===== config.mk =====
export PLATFORM = sky130hd
export DESIGN_NAME = msp_frame_decoder
export DESIGN_NICKNAME = d
export VERILOG_FILES = /design/src/msp_pkg.sv /design/src/msp_frame_decoder.sv
export SDC_FILE = /design/constraint.sdc
export NUM_CORES = 1
export LEC_CHECK = 0
export BUFFER_PORTS_ARGS = -buffer_cell sky130_fd_sc_hd__buf_2
export CORE_AREA = 2 2 119 121
export DETAILED_ROUTE_END_ITERATION = 10
export DIE_AREA = 0 0 121 123
export GPL_ROUTABILITY_DRIVEN = 0
export HOLD_SLACK_MARGIN = 0.03
export PLACE_DENSITY = 0.75
export REMOVE_ABC_BUFFERS = 1
export SLEW_MARGIN = 20
export SYNTH_ARGS = -nofsm -noshare
export SYNTH_HDL_FRONTEND = slang
export SYNTH_SLANG_ARGS = --single-unit

===== constraint.sdc =====
create_clock -name clk_i -period 3.7 [get_ports clk_i]
set_input_delay 0.37 -clock clk_i [delete_from_list [all_inputs] [get_ports clk_i]]
set_output_delay 0.37 -clock clk_i [all_outputs]
set_load 0.1 [all_outputs]

===== src/msp_pkg.sv =====
// Package for the MSP frame decoder: parser states, frame character codes
// and the byte-wide CRC-8 (poly 0xD5) update. No dependencies.
package msp_pkg;

  typedef enum logic [4:0] {
    ST_IDLE,
    ST_VERSION,
    ST_DIR_V1,
    ST_DIR_V2,
    ST_FLAG_V2,
    ST_LEN_V1,
    ST_CODE_V1,
    ST_CODE_JUMBO,
    ST_JLEN_LO,
    ST_JLEN_HI,
    ST_PAY_V1,
    ST_CHK_V1,
    ST_CODE_V2_LO,
    ST_CODE_V2_HI,
    ST_LEN_V2_LO,
    ST_LEN_V2_HI,
    ST_PAY_V2,
    ST_CHK_V2
  } parse_state_e;

  localparam logic [7:0] ChSync    = 8'h24;  // '$'
  localparam logic [7:0] ChVerV1   = 8'h4D;  // 'M'
  localparam logic [7:0] ChVerV2   = 8'h58;  // 'X'
  localparam logic [7:0] ChDirOut  = 8'h3E;  // '>'
  localparam logic [7:0] ChDirIn   = 8'h3C;  // '<'
  localparam logic [7:0] ChDirErr  = 8'h21;  // '!'
  localparam logic [7:0] JumboLen  = 8'hFF;
  localparam logic [7:0] CrcPoly   = 8'hD5;
  localparam logic [15:0] MaxLenReset = 16'd4096;

  localparam logic KindPayload  = 1'b0;
  localparam logic KindFrameEnd = 1'b1;

  function automatic logic [7:0] crc8_step(input logic [7:0] crc, input logic [7:0] b);
    logic [7:0] v;
    v = crc ^ b;
    for (int i = 0; i < 8; i++) begin
      v = v[7] ? ({v[6:0], 1'b0} ^ CrcPoly) : {v[6:0], 1'b0};
    end
    return v;
  endfunction

endpackage


===== src/msp_frame_decoder.sv =====
// MSP v1 / jumbo / v2 frame decoder: one received byte per item in, payload
// bytes and frame-end items out. Depends on msp_pkg.
//
//   channel   signals                                   direction
//   in        in_valid_i, in_ready_o, rx_byte_i         in
//   out       out_valid_o, out_ready_i, item_kind_o ..  out
//   cfg       cfg_we_i, cfg_data_i (max_payload_len)    in
//
// One item per cycle unless the output stalls: the parser state and the
// result register both load at the accepting edge, so a result appears in the
// cycle after its byte. Bytes outside payload and checksum produce no result.
// The input is ready whenever the result register is empty or being taken.
// Reset returns the parser to idle and sets max_payload_len to 4096.
module msp_frame_decoder
  import msp_pkg::*;
(
  input  logic        clk_i,
  input  logic        rst_ni,
  input  logic        in_valid_i,
  output logic        in_ready_o,
  input  logic [7:0]  rx_byte_i,
  input  logic        cfg_we_i,
  input  logic [15:0] cfg_data_i,
  output logic        out_valid_o,
  input  logic        out_ready_i,
  output logic        item_kind_o,
  output logic [7:0]  data_byte_o,
  output logic [15:0] msg_code_o,
  output logic [15:0] payload_len_o,
  output logic        checksum_ok_o,
  output logic        from_device_o,
  output logic        unsupported_o,
  output logic        is_v2_o
);

  parse_state_e state_q, state_d;
  logic [15:0] code_q, code_d;
  logic [15:0] len_q, len_d;
  logic [15:0] count_q, count_d;
  logic [7:0]  xor_q, xor_d;
  logic [7:0]  crc_q, crc_d;
  logic        dir_q, dir_d;
  logic        unsup_q, unsup_d;
  logic [15:0] max_len_q;

  logic        in_fire;
  logic        res_valid;
  logic        res_kind;
  logic [7:0]  res_data;
  logic        res_ok;
  logic        res_v2;
  logic [15:0] count_inc;

  logic        out_valid_q;
  logic        kind_q;
  logic [7:0]  data_q;
  logic [15:0] code_out_q;
  logic [15:0] len_out_q;
  logic        ok_q;
  logic        dir_out_q;
  logic        unsup_out_q;
  logic        v2_q;

  assign in_ready_o = !out_valid_q || out_ready_i;
  assign in_fire    = in_valid_i && in_ready_o;
  assign count_inc  = count_q + 16'd1;

  always_comb begin
    state_d   = state_q;
    code_d    = code_q;
    len_d     = len_q;
    count_d   = count_q;
    xor_d     = xor_q;
    crc_d     = crc_q;
    dir_d     = dir_q;
    unsup_d   = unsup_q;
    res_valid = 1'b0;
    res_kind  = KindPayload;
    res_data  = 8'd0;
    res_ok    = 1'b0;
    res_v2    = 1'b0;
    case (state_q)
      ST_IDLE: begin
        if (rx_byte_i == ChSync) state_d = ST_VERSION;
      end
      ST_VERSION: begin
        xor_d = 8'd0;
        crc_d = 8'd0;
        if (rx_byte_i == ChVerV1)      state_d = ST_DIR_V1;
        else if (rx_byte_i == ChVerV2) state_d = ST_DIR_V2;
        else                           state_d = ST_IDLE;
      end
      ST_DIR_V1, ST_DIR_V2: begin
        unsup_d = 1'b0;
        if (rx_byte_i == ChDirOut)      dir_d = 1'b1;
        else if (rx_byte_i == ChDirIn)  dir_d = 1'b0;
        else if (rx_byte_i == ChDirErr) unsup_d = 1'b1;
        state_d = (state_q == ST_DIR_V1) ? ST_LEN_V1 : ST_FLAG_V2;
      end
      ST_FLAG_V2: begin
        crc_d   = crc8_step(crc_q, 8'd0);
        state_d = ST_CODE_V2_LO;
      end
      ST_LEN_V1: begin
        len_d   = {8'd0, rx_byte_i};
        xor_d   = xor_q ^ rx_byte_i;
        count_d = 16'd0;
        state_d = (rx_byte_i == JumboLen) ? ST_CODE_JUMBO : ST_CODE_V1;
      end
      ST_CODE_V1: begin
        code_d  = {8'd0, rx_byte_i};
        xor_d   = xor_q ^ rx_byte_i;
        state_d = (len_q != 16'd0) ? ST_PAY_V1 : ST_CHK_V1;
      end
      ST_CODE_JUMBO: begin
        code_d  = {8'd0, rx_byte_i};
        xor_d   = xor_q ^ rx_byte_i;
        state_d = ST_JLEN_LO;
      end
      ST_JLEN_LO: begin
        len_d   = {8'd0, rx_byte_i};
        xor_d   = xor_q ^ rx_byte_i;
        state_d = ST_JLEN_HI;
      end
      ST_JLEN_HI: begin
        len_d   = {rx_byte_i, len_q[7:0]};
        xor_d   = xor_q ^ rx_byte_i;
        count_d = 16'd0;
        state_d = ST_PAY_V1;
      end
      ST_CODE_V2_LO: begin
        code_d  = {8'd0, rx_byte_i};
        crc_d   = crc8_step(crc_q, rx_byte_i);
        state_d = ST_CODE_V2_HI;
      end
      ST_CODE_V2_HI: begin
        code_d  = {rx_byte_i, code_q[7:0]};
        crc_d   = crc8_step(crc_q, rx_byte_i);
        state_d = ST_LEN_V2_LO;
      end
      ST_LEN_V2_LO: begin
        len_d   = {8'd0, rx_byte_i};
        crc_d   = crc8_step(crc_q, rx_byte_i);
        state_d = ST_LEN_V2_HI;
      end
      ST_LEN_V2_HI: begin
        len_d   = {rx_byte_i, len_q[7:0]};
        crc_d   = crc8_step(crc_q, rx_byte_i);
        count_d = 16'd0;
        if (len_d > max_len_q)     state_d = ST_IDLE;
        else if (len_d != 16'd0)   state_d = ST_PAY_V2;
        else                       state_d = ST_CHK_V2;
      end
      ST_PAY_V1: begin
        xor_d     = xor_q ^ rx_byte_i;
        count_d   = count_inc;
        if (count_inc >= len_q) state_d = ST_CHK_V1;
        res_valid = 1'b1;
        res_data  = rx_byte_i;
      end
      ST_PAY_V2: begin
        crc_d     = crc8_step(crc_q, rx_byte_i);
        count_d   = count_inc;
        if (count_inc >= len_q) state_d = ST_CHK_V2;
        res_valid = 1'b1;
        res_data  = rx_byte_i;
        res_v2    = 1'b1;
      end
      ST_CHK_V1: begin
        res_valid = 1'b1;
        res_kind  = KindFrameEnd;
        res_ok    = (xor_q == rx_byte_i);
        state_d   = ST_IDLE;
      end
      ST_CHK_V2: begin
        res_valid = 1'b1;
        res_kind  = KindFrameEnd;
        res_ok    = (crc_q == rx_byte_i);
        res_v2    = 1'b1;
        state_d   = ST_IDLE;
      end
      default: begin
        state_d = ST_IDLE;
      end
    endcase
  end

  always_ff @(posedge clk_i or negedge rst_ni) begin
    if (!rst_ni) begin
      state_q <= ST_IDLE;
      code_q  <= 16'd0;
      len_q   <= 16'd0;
      count_q <= 16'd0;
      xor_q   <= 8'd0;
      crc_q   <= 8'd0;
      dir_q   <= 1'b0;
      unsup_q <= 1'b0;
    end else if (in_fire) begin
      state_q <= state_d;
      code_q  <= code_d;
      len_q   <= len_d;
      count_q <= count_d;
      xor_q   <= xor_d;
      crc_q   <= crc_d;
      dir_q   <= dir_d;
      unsup_q <= unsup_d;
    end
  end

  always_ff @(posedge clk_i or negedge rst_ni) begin
    if (!rst_ni) begin
      max_len_q <= MaxLenReset;
    end else if (cfg_we_i) begin
      max_len_q <= cfg_data_i;
    end
  end

  always_ff @(posedge clk_i or negedge rst_ni) begin
    if (!rst_ni) begin
      out_valid_q <= 1'b0;
    end else if (in_fire) begin
      out_valid_q <= res_valid;
    end else if (out_ready_i) begin
      out_valid_q <= 1'b0;
    end
  end

  always_ff @(posedge clk_i) begin
    if (in_fire && res_valid) begin
      kind_q      <= res_kind;
      data_q      <= res_data;
      code_out_q  <= code_q;
      len_out_q   <= len_q;
      ok_q        <= res_ok;
      dir_out_q   <= dir_q;
      unsup_out_q <= unsup_q;
      v2_q        <= res_v2;
    end
  end

  assign out_valid_o   = out_valid_q;
  assign item_kind_o   = kind_q;
  assign data_byte_o   = data_q;
  assign msg_code_o    = code_out_q;
  assign payload_len_o = len_out_q;
  assign checksum_ok_o = ok_q;
  assign from_device_o = dir_out_q;
  assign unsupported_o = unsup_out_q;
  assign is_v2_o       = v2_q;

  a_ready_when_empty: assert property (@(posedge clk_i) disable iff (!rst_ni)
    !out_valid_q |-> in_ready_o)
    else $error("input stalled with empty result register");

  a_end_to_idle: assert property (@(posedge clk_i) disable iff (!rst_ni)
    (in_fire && (state_q == ST_CHK_V1 || state_q == ST_CHK_V2))
      |=> (state_q == ST_IDLE && out_valid_q && kind_q == KindFrameEnd))
    else $error("frame end did not return to idle with a result");

  a_payload_no_ok: assert property (@(posedge clk_i) disable iff (!rst_ni)
    (out_valid_q && kind_q == KindPayload) |-> !ok_q)
    else $error("payload item carries checksum flag");

  a_end_no_data: assert property (@(posedge clk_i) disable iff (!rst_ni)
    (out_valid_q && kind_q == KindFrameEnd) |-> (data_q == 8'd0))
    else $error("frame-end item carries data");

  a_v1_code_width: assert property (@(posedge clk_i) disable iff (!rst_ni)
    (out_valid_q && !v2_q) |-> (code_out_q[15:8] == 8'd0))
    else $error("v1 item with wide message code");

endmodule

== Word level (Yosys, flattened, before mapping) ==
Index checks and enable logic that the tools add are counted.
Word-level totals
  bits in registers: 133
Operators by class
  eq/ne operators: 29
  bitwise gates (word level): 20
  add/sub/neg operators: 1
  reductions and logical operators: 35
  mux-type cells: 43
  magnitude comparators: 2
Operators with widths (number)
  2-to-1 mux 8 bit: 16
  one-hot mux 16 bit (2 select lines): 3
  inverter 5 bit: 16
  one-hot mux 5 bit (15 select lines): 1
  == test 5 x 4 -> 1 bit (second input constant): 8
  == test 8 x 6 -> 1 bit (second input constant): 4
  nonzero test 16 bit: 2
  one-hot mux 8 bit (3 select lines): 1
  == test 5 x 3 -> 1 bit (second input constant): 4
  2-to-1 mux 5 bit: 4
  adder 16 x 1 -> 16 bit (second input constant): 1
  == test 8 x 7 -> 1 bit (second input constant): 2
  == test 8 bit: 2
  >= comparator 16 bit: 1
  > comparator 16 bit: 1
  one-hot mux 8 bit (2 select lines): 1
  bitwise XOR 8 bit: 2
  2-to-1 mux 1 bit: 14
  AND reduction 2 bit: 6
  nonzero test 2 bit: 6
  == test 5 x 2 -> 1 bit (second input constant): 2
  == test 5 bit (second input constant): 2
  OR reduction 2 bit: 5
  AND reduction 3 bit: 3
  other kinds (16): 23

== Depth between registers and ports, before layout ==
  depth in word-level cells: 18
  mapped depth: 13
  mapped depth without buffers: 13

== Worst setup path before layout ==
OpenSTA, ideal clock, no wires.
  path type: register to register
  start point: register out_valid_q (netlist: out_valid_o)
  end point: register ok_q (netlist: checksum_ok_o), enable pin
  data required time: 3.253 ns
  cell stages (with the launch flop): 5
  arrival: 4.148 ns
  path slack: -0.895 ns
  clock period less this slack: 4.595 ns
  path through: dfrtp_1 -> nand2b_1 -> nand2_1 -> clkbuf_1 -> nor2_1
Between the ends
  longest elaborated chain between the ends: 4
Ends and longest elaborated chain
  from (decl): line msp_frame_decoder.sv:54  | logic out_valid_q;
  from (signal assigned): line msp_frame_decoder.sv:222  | out_valid_q <= res_valid;
  zero test 1 bit: line msp_frame_decoder.sv:64  | assign in_ready_o = !out_valid_q || out_ready_i;
  logical OR 1 bit: line msp_frame_decoder.sv:64
  net in_ready_o: line msp_frame_decoder.sv:20  | output logic in_ready_o,
  logical AND 1 bit: line msp_frame_decoder.sv:65  | assign in_fire = in_valid_i && in_ready_o;
  logical AND 1 bit: line msp_frame_decoder.sv:229  | if (in_fire && res_valid) begin
  to (signal assigned): line msp_frame_decoder.sv:234  | ok_q <= res_ok;
  to (decl): line msp_frame_decoder.sv:59  | logic ok_q;
The timed path passes the listed nets, and every way through them passes these cells.
A chain may end at the register's enable or synchronous reset.

== Worst setup path in the final report ==
  start point: register count_q[2]
  end point: register state_q[1]
Between the ends
  longest elaborated chain between the ends: 4
  elaborated cells on any way between the ends: 5
  classes of those cells: add/sub (1); order compare (1); eq/ne (2); reduce/logical (1)
Ends and longest elaborated chain
  from (decl): line msp_frame_decoder.sv:39  | logic [15:0] count_q, count_d;
  from (signal assigned): line msp_frame_decoder.sv:202  | count_q <= count_d;
  adder 16 x 1 -> 16 bit *: line msp_frame_decoder.sv:66  | assign count_inc = count_q + 16'd1;
  >= comparator 16 bit *: line msp_frame_decoder.sv:157, msp_frame_decoder.sv:164
  != test 2 bit (no source line)
  AND reduction 4 bit (no source line) *
  to (signal assigned): line msp_frame_decoder.sv:199  | state_q <= state_d;
  to (decl): line msp_frame_decoder.sv:36  | parse_state_e state_q, state_d;
Every way passes the cells marked *; elsewhere a longest branch is shown, timed or not.

==> impl_results.rst <==
.. list-table::
   :header-rows: 1

   * - Metric
     - Value
   * - Relative contribution of combinational cells to total power
     - 43.9%
   * - Clock slew seen by the registers of the worst setup and hold paths
     - 60 ps
   * - Worst-case headroom to the max-slew limit
     - 44.9%
   * - Number of nets with antenna violations after routing
     - 0
   * - Number of different library cells in the post-synthesis netlist
     - 61
   * - Max capacitance violation total
     - 0
   * - Type of the setup path with the least slack
     - reg -> reg
   * - Number of nets at the end of the flow
     - 833
   * - Detailed Route WL
     - 16100 microns
   * - Number of rows in the core area
     - 43
   * - DR iter-0 viols
     - 402
   * - Master cell of the clock root buffer
     - clkbuf_16
   * - CP Data Required Time
     - 4050 ps
   * - Maximum clock skew at final layout
     - 11.6 ps
   * - CTS HTree Levels
     - 4
   * - Reported net switching power
     - 2.96 mW
   * - Pins Over Slew Limit
     - 0
   * - Worst setup slack after placement
     - 507 ps
   * - Total CTS buffers
     - 17
   * - Placed wire-length estimate
     - 11100 microns
   * - Overall global routing resource usage
     - 22.9%
   * - Setup repair after global routing missed its margin
     - false
   * - Max frequency
     - 308 MHz
   * - Hold Violations, Final
     - 0
   * - Final critical-path required period
     - 3240 ps
   * - Worst IR Drop VDD
     - 395 uV
   * - DRC violation count after routing
     - 0
   * - Die area
     - 14900 sq um
   * - Core Box Area
     - 13600 sq um
   * - Share of total power in sequential cells
     - 33.0%
   * - Share of layout cells above drive strength 1
     - 18.1%
   * - TritonCTS clock tree
     - done
   * - Total of flip-flops plus latches after synthesis
     - 133
   * - # port buffers
     - 75
   * - Final design area excluding fillers
     - 8220 sq um
   * - Max Root-Sink Buffers
     - 2
   * - Inst Count DP
     - 932
   * - Most used DFF post-synth
     - dfrtp_1
   * - Syn_area_per_cell
     - 10.0 sq um
   * - Share of flip-flops with an asynchronous set or reset after synthesis
     - 66.2%
   * - Cell Area, Synth
     - 7100 sq um
   * - Type of element launching the critical path
     - register
   * - Postcts setup bufs
     - 0
   * - Element type at the critical path end
     - register
   * - Placed inst area
     - 7640 sq um
   * - Total setup violations reported at the end of the flow
     - 0
   * - Setup TNS
     - 0 ps
   * - Routed len/inst
     - 16.7 microns
   * - Pin count of the biggest net entering global routing
     - 64
   * - Initial core utilization
     - 52.2%
   * - Worst slew pin tran
     - 827 ps
   * - Clock network latency to the later pin of the worst-skew pair
     - 440 ps
   * - Type of the tightest min-delay check
     - in -> async
   * - Switching share of power
     - 42.0%
   * - Portion of total power attributed to the clock network
     - 23.2%
   * - Critical-path maximum fanout
     - 5
   * - Antenna diode count
     - 0
   * - Total global routing overflow
     - 0
   * - Sequential element share of the synthesized area
     - 50.1%
   * - Quantity of gates resized following cts
     - 0
   * - Fin worst setup slack
     - 456 ps
   * - End-of-flow core utilization
     - 60.4%
   * - Count of yosys warnings during synthesis
     - 0
   * - Vias in the first global route
     - 5495
   * - EDFF count, synth
     - 45
   * - Via Count
     - 5461
   * - Height of the chip
     - 123 microns
   * - Data arrival time at the worst-slack endpoint
     - 3590 ps
   * - Crit share post-route
     - 87.7%
   * - Final non-filler cell total
     - 964
   * - Average vias per placed instance
     - 5.66
   * - Leakage power summed over all cells
     - 3.57 nW
   * - Number of clock sinks
     - 133
   * - Count of TritonRoute iterations in the first routing pass
     - 5
   * - P_int
     - 4.09 mW
   * - Horizontal die dimension
     - 121 microns
   * - Growth of design area from synthesis to finish
     - 15.8%
   * - Ports placed on the boundary
     - 76
   * - Result of the run
     - completed
   * - Antenna violations before repair
     - 0
   * - Global-route wire length before repair
     - 26400 microns
   * - Power Dens Cells
     - 858 nW/um^2
   * - Number of instances in the synthesized netlist
     - 707
   * - Number of buffers added to fix hold violations after cts
     - 0
[synth_stat cells, drive strengths merged, types with 2 or more instances]
cell	n	area share [%]
nand2	102	5.4
nor2	35	1.9
o22ai	5	0.44
nand3	13	0.92
a21o	4	0.42
o32ai	3	0.37
a22oi	2	0.21
a22o	3	0.37
and3	8	0.70
mux2	10	1.6
xor2	19	2.6
or2	3	0.26
nand4	10	0.88
o211ai	2	0.21
xnor2	49	6.4
o21a	5	0.53
nor4b	2	0.25
clkbuf	31	1.7
and4	2	0.25
and2	12	1.1
mux2i	10	1.4
a31oi	3	0.26
a21oi	12	0.85
buf	8	0.53
o221ai	4	0.49
nor2b	6	0.53
nor4	9	0.88
nor3	11	0.78
a211oi	5	0.53
edfxtp	45	19
dfrtp	87	31
ha	33	5.8
inv	41	2.2
nand2b	3	0.26
o31ai	10	1.1
o21ai	83	5.9
[state kept, by name, summed over array words and instances (netlist names), 5 cells and up]
signal and cells:
msg_code_o 16, data_byte_o 8, max_len_q 16, code_q 16, count_q 16, payload_len_o 16
crc_q 8, len_q 16, state_q 5, xor_q 8
[power groups by stage]
stage	Clock [mW]	Sequential (mW)	Combinational [mW]
4_1_cts	1.66	2.32	3.08
3_3_place_gp	0	2.32	2.94
5_1_grt	1.72	2.38	3.37
2_1_floorplan	0	2.61	2.08
6_report	1.63	2.32	3.09
3_5_place_dp	0	2.35	3.05
[layout by cell type (no fill, tap or decap), drive strengths merged, types with 4 or more instances in the layout]
| master | synthesis | routed |
|---|---|---|
| a211oi | 5 | 5 |
| a21o | 4 | 4 |
| a21oi | 12 | 12 |
| and2 | 12 | 12 |
| and3 | 8 | 8 |
| buf | 8 | 84 |
| clkbuf | 31 | 18 |
| clkinv | 0 | 4 |
| dfrtp | 87 | 87 |
| edfxtp | 45 | 45 |
| ha | 33 | 33 |
| inv | 41 | 49 |
| mux2 | 10 | 10 |
| mux2i | 10 | 10 |
| nand2 | 102 | 102 |
| nand3 | 13 | 13 |
| nand4 | 10 | 10 |
| nor2 | 35 | 35 |
| nor2b | 6 | 6 |
| nor3 | 11 | 11 |
| nor4 | 9 | 9 |
| o21a | 5 | 5 |
| o21ai | 83 | 83 |
| o221ai | 4 | 4 |
| o22ai | 5 | 5 |
| o31ai | 10 | 10 |
| xnor2 | 49 | 49 |
| xor2 | 19 | 19 |
[per-stage QoR]
step,power (mW),hold slack (ps)
2_1_floorplan,4.68,74.4
3_3_place_gp,5.26,424
3_5_place_dp,5.40,428
4_1_cts,7.06,59.4
5_1_grt,7.47,102
6_report,7.05,25.9
[kinds of logic (layout without fill, tap and decap cells)]
logic type / count (synthesis) / count (layout) / synth area share [%]
flops: 133 / 133 / 50.1
buf+inv: 80 / 157 / 4.35
compound gates: 151 / 151 / 12.9
mux: 20 / 20 / 3.00
simple gates: 221 / 221 / 14.6
xor+xnor: 69 / 69 / 9.25
fa+ha+maj: 33 / 33 / 5.82
[layer usage]
| metal | vias up | part of all wire, % | track usage (%) |
|---|---|---|---|
| met3 | 35 | 5.3 | 4.52 |
| met1 | 2645 | 42 | 28.3 |
| met5 | - | 0 | 0 |
| li1 | 2601 | - | - |
| met2 | 180 | 50 | 38.6 |
| met4 | 0 | 2.6 | 11.6 |
[worst max-delay path, cell delays in order (launching register included)]
cell	delay, ps
dfrtp_1	420
and3_1	180
and3_1	220
and3_1	260
and3_1	260
xor2_1	180
ha_1	280
a21oi_1	150
nor2b_1	60
o21ai_0	160
nand3b_1	100
a211oi_1	360
a311o_1	300
mux2i_1	220
[final timing paths]
kind / startpoint / endpoint / slack, ps / depth (start not counted)
worst min register to register: code_q[1] / msg_code_o[1] / 440 / 0
worst min-delay path: rst_ni / code_q[1] / 30 / 1
worst max-delay path: count_q[2] / state_q[1] / 460 / 13
min in group clk_i: cfg_data_i[3] / max_len_q[3] / 150 / 3
worst max register to register: count_q[2] / state_q[1] / 460 / 13
max in group asynchronous: rst_ni / count_q[6] / 2820 / 2
[cell type report]
| type | count | area (sq um) |
|---|---|---|
| clock buffer | 18 | 450 |
| clock inverter | 14 | 133 |
| fill | 1090 | 5390 |
| inverter | 41 | 154 |
| multi-input combinational | 494 | 3250 |
| sequential | 133 | 3550 |
| tap | 180 | 225 |
| timing repair buffer | 84 | 458 |
Power figures use the tool's default switching activity.
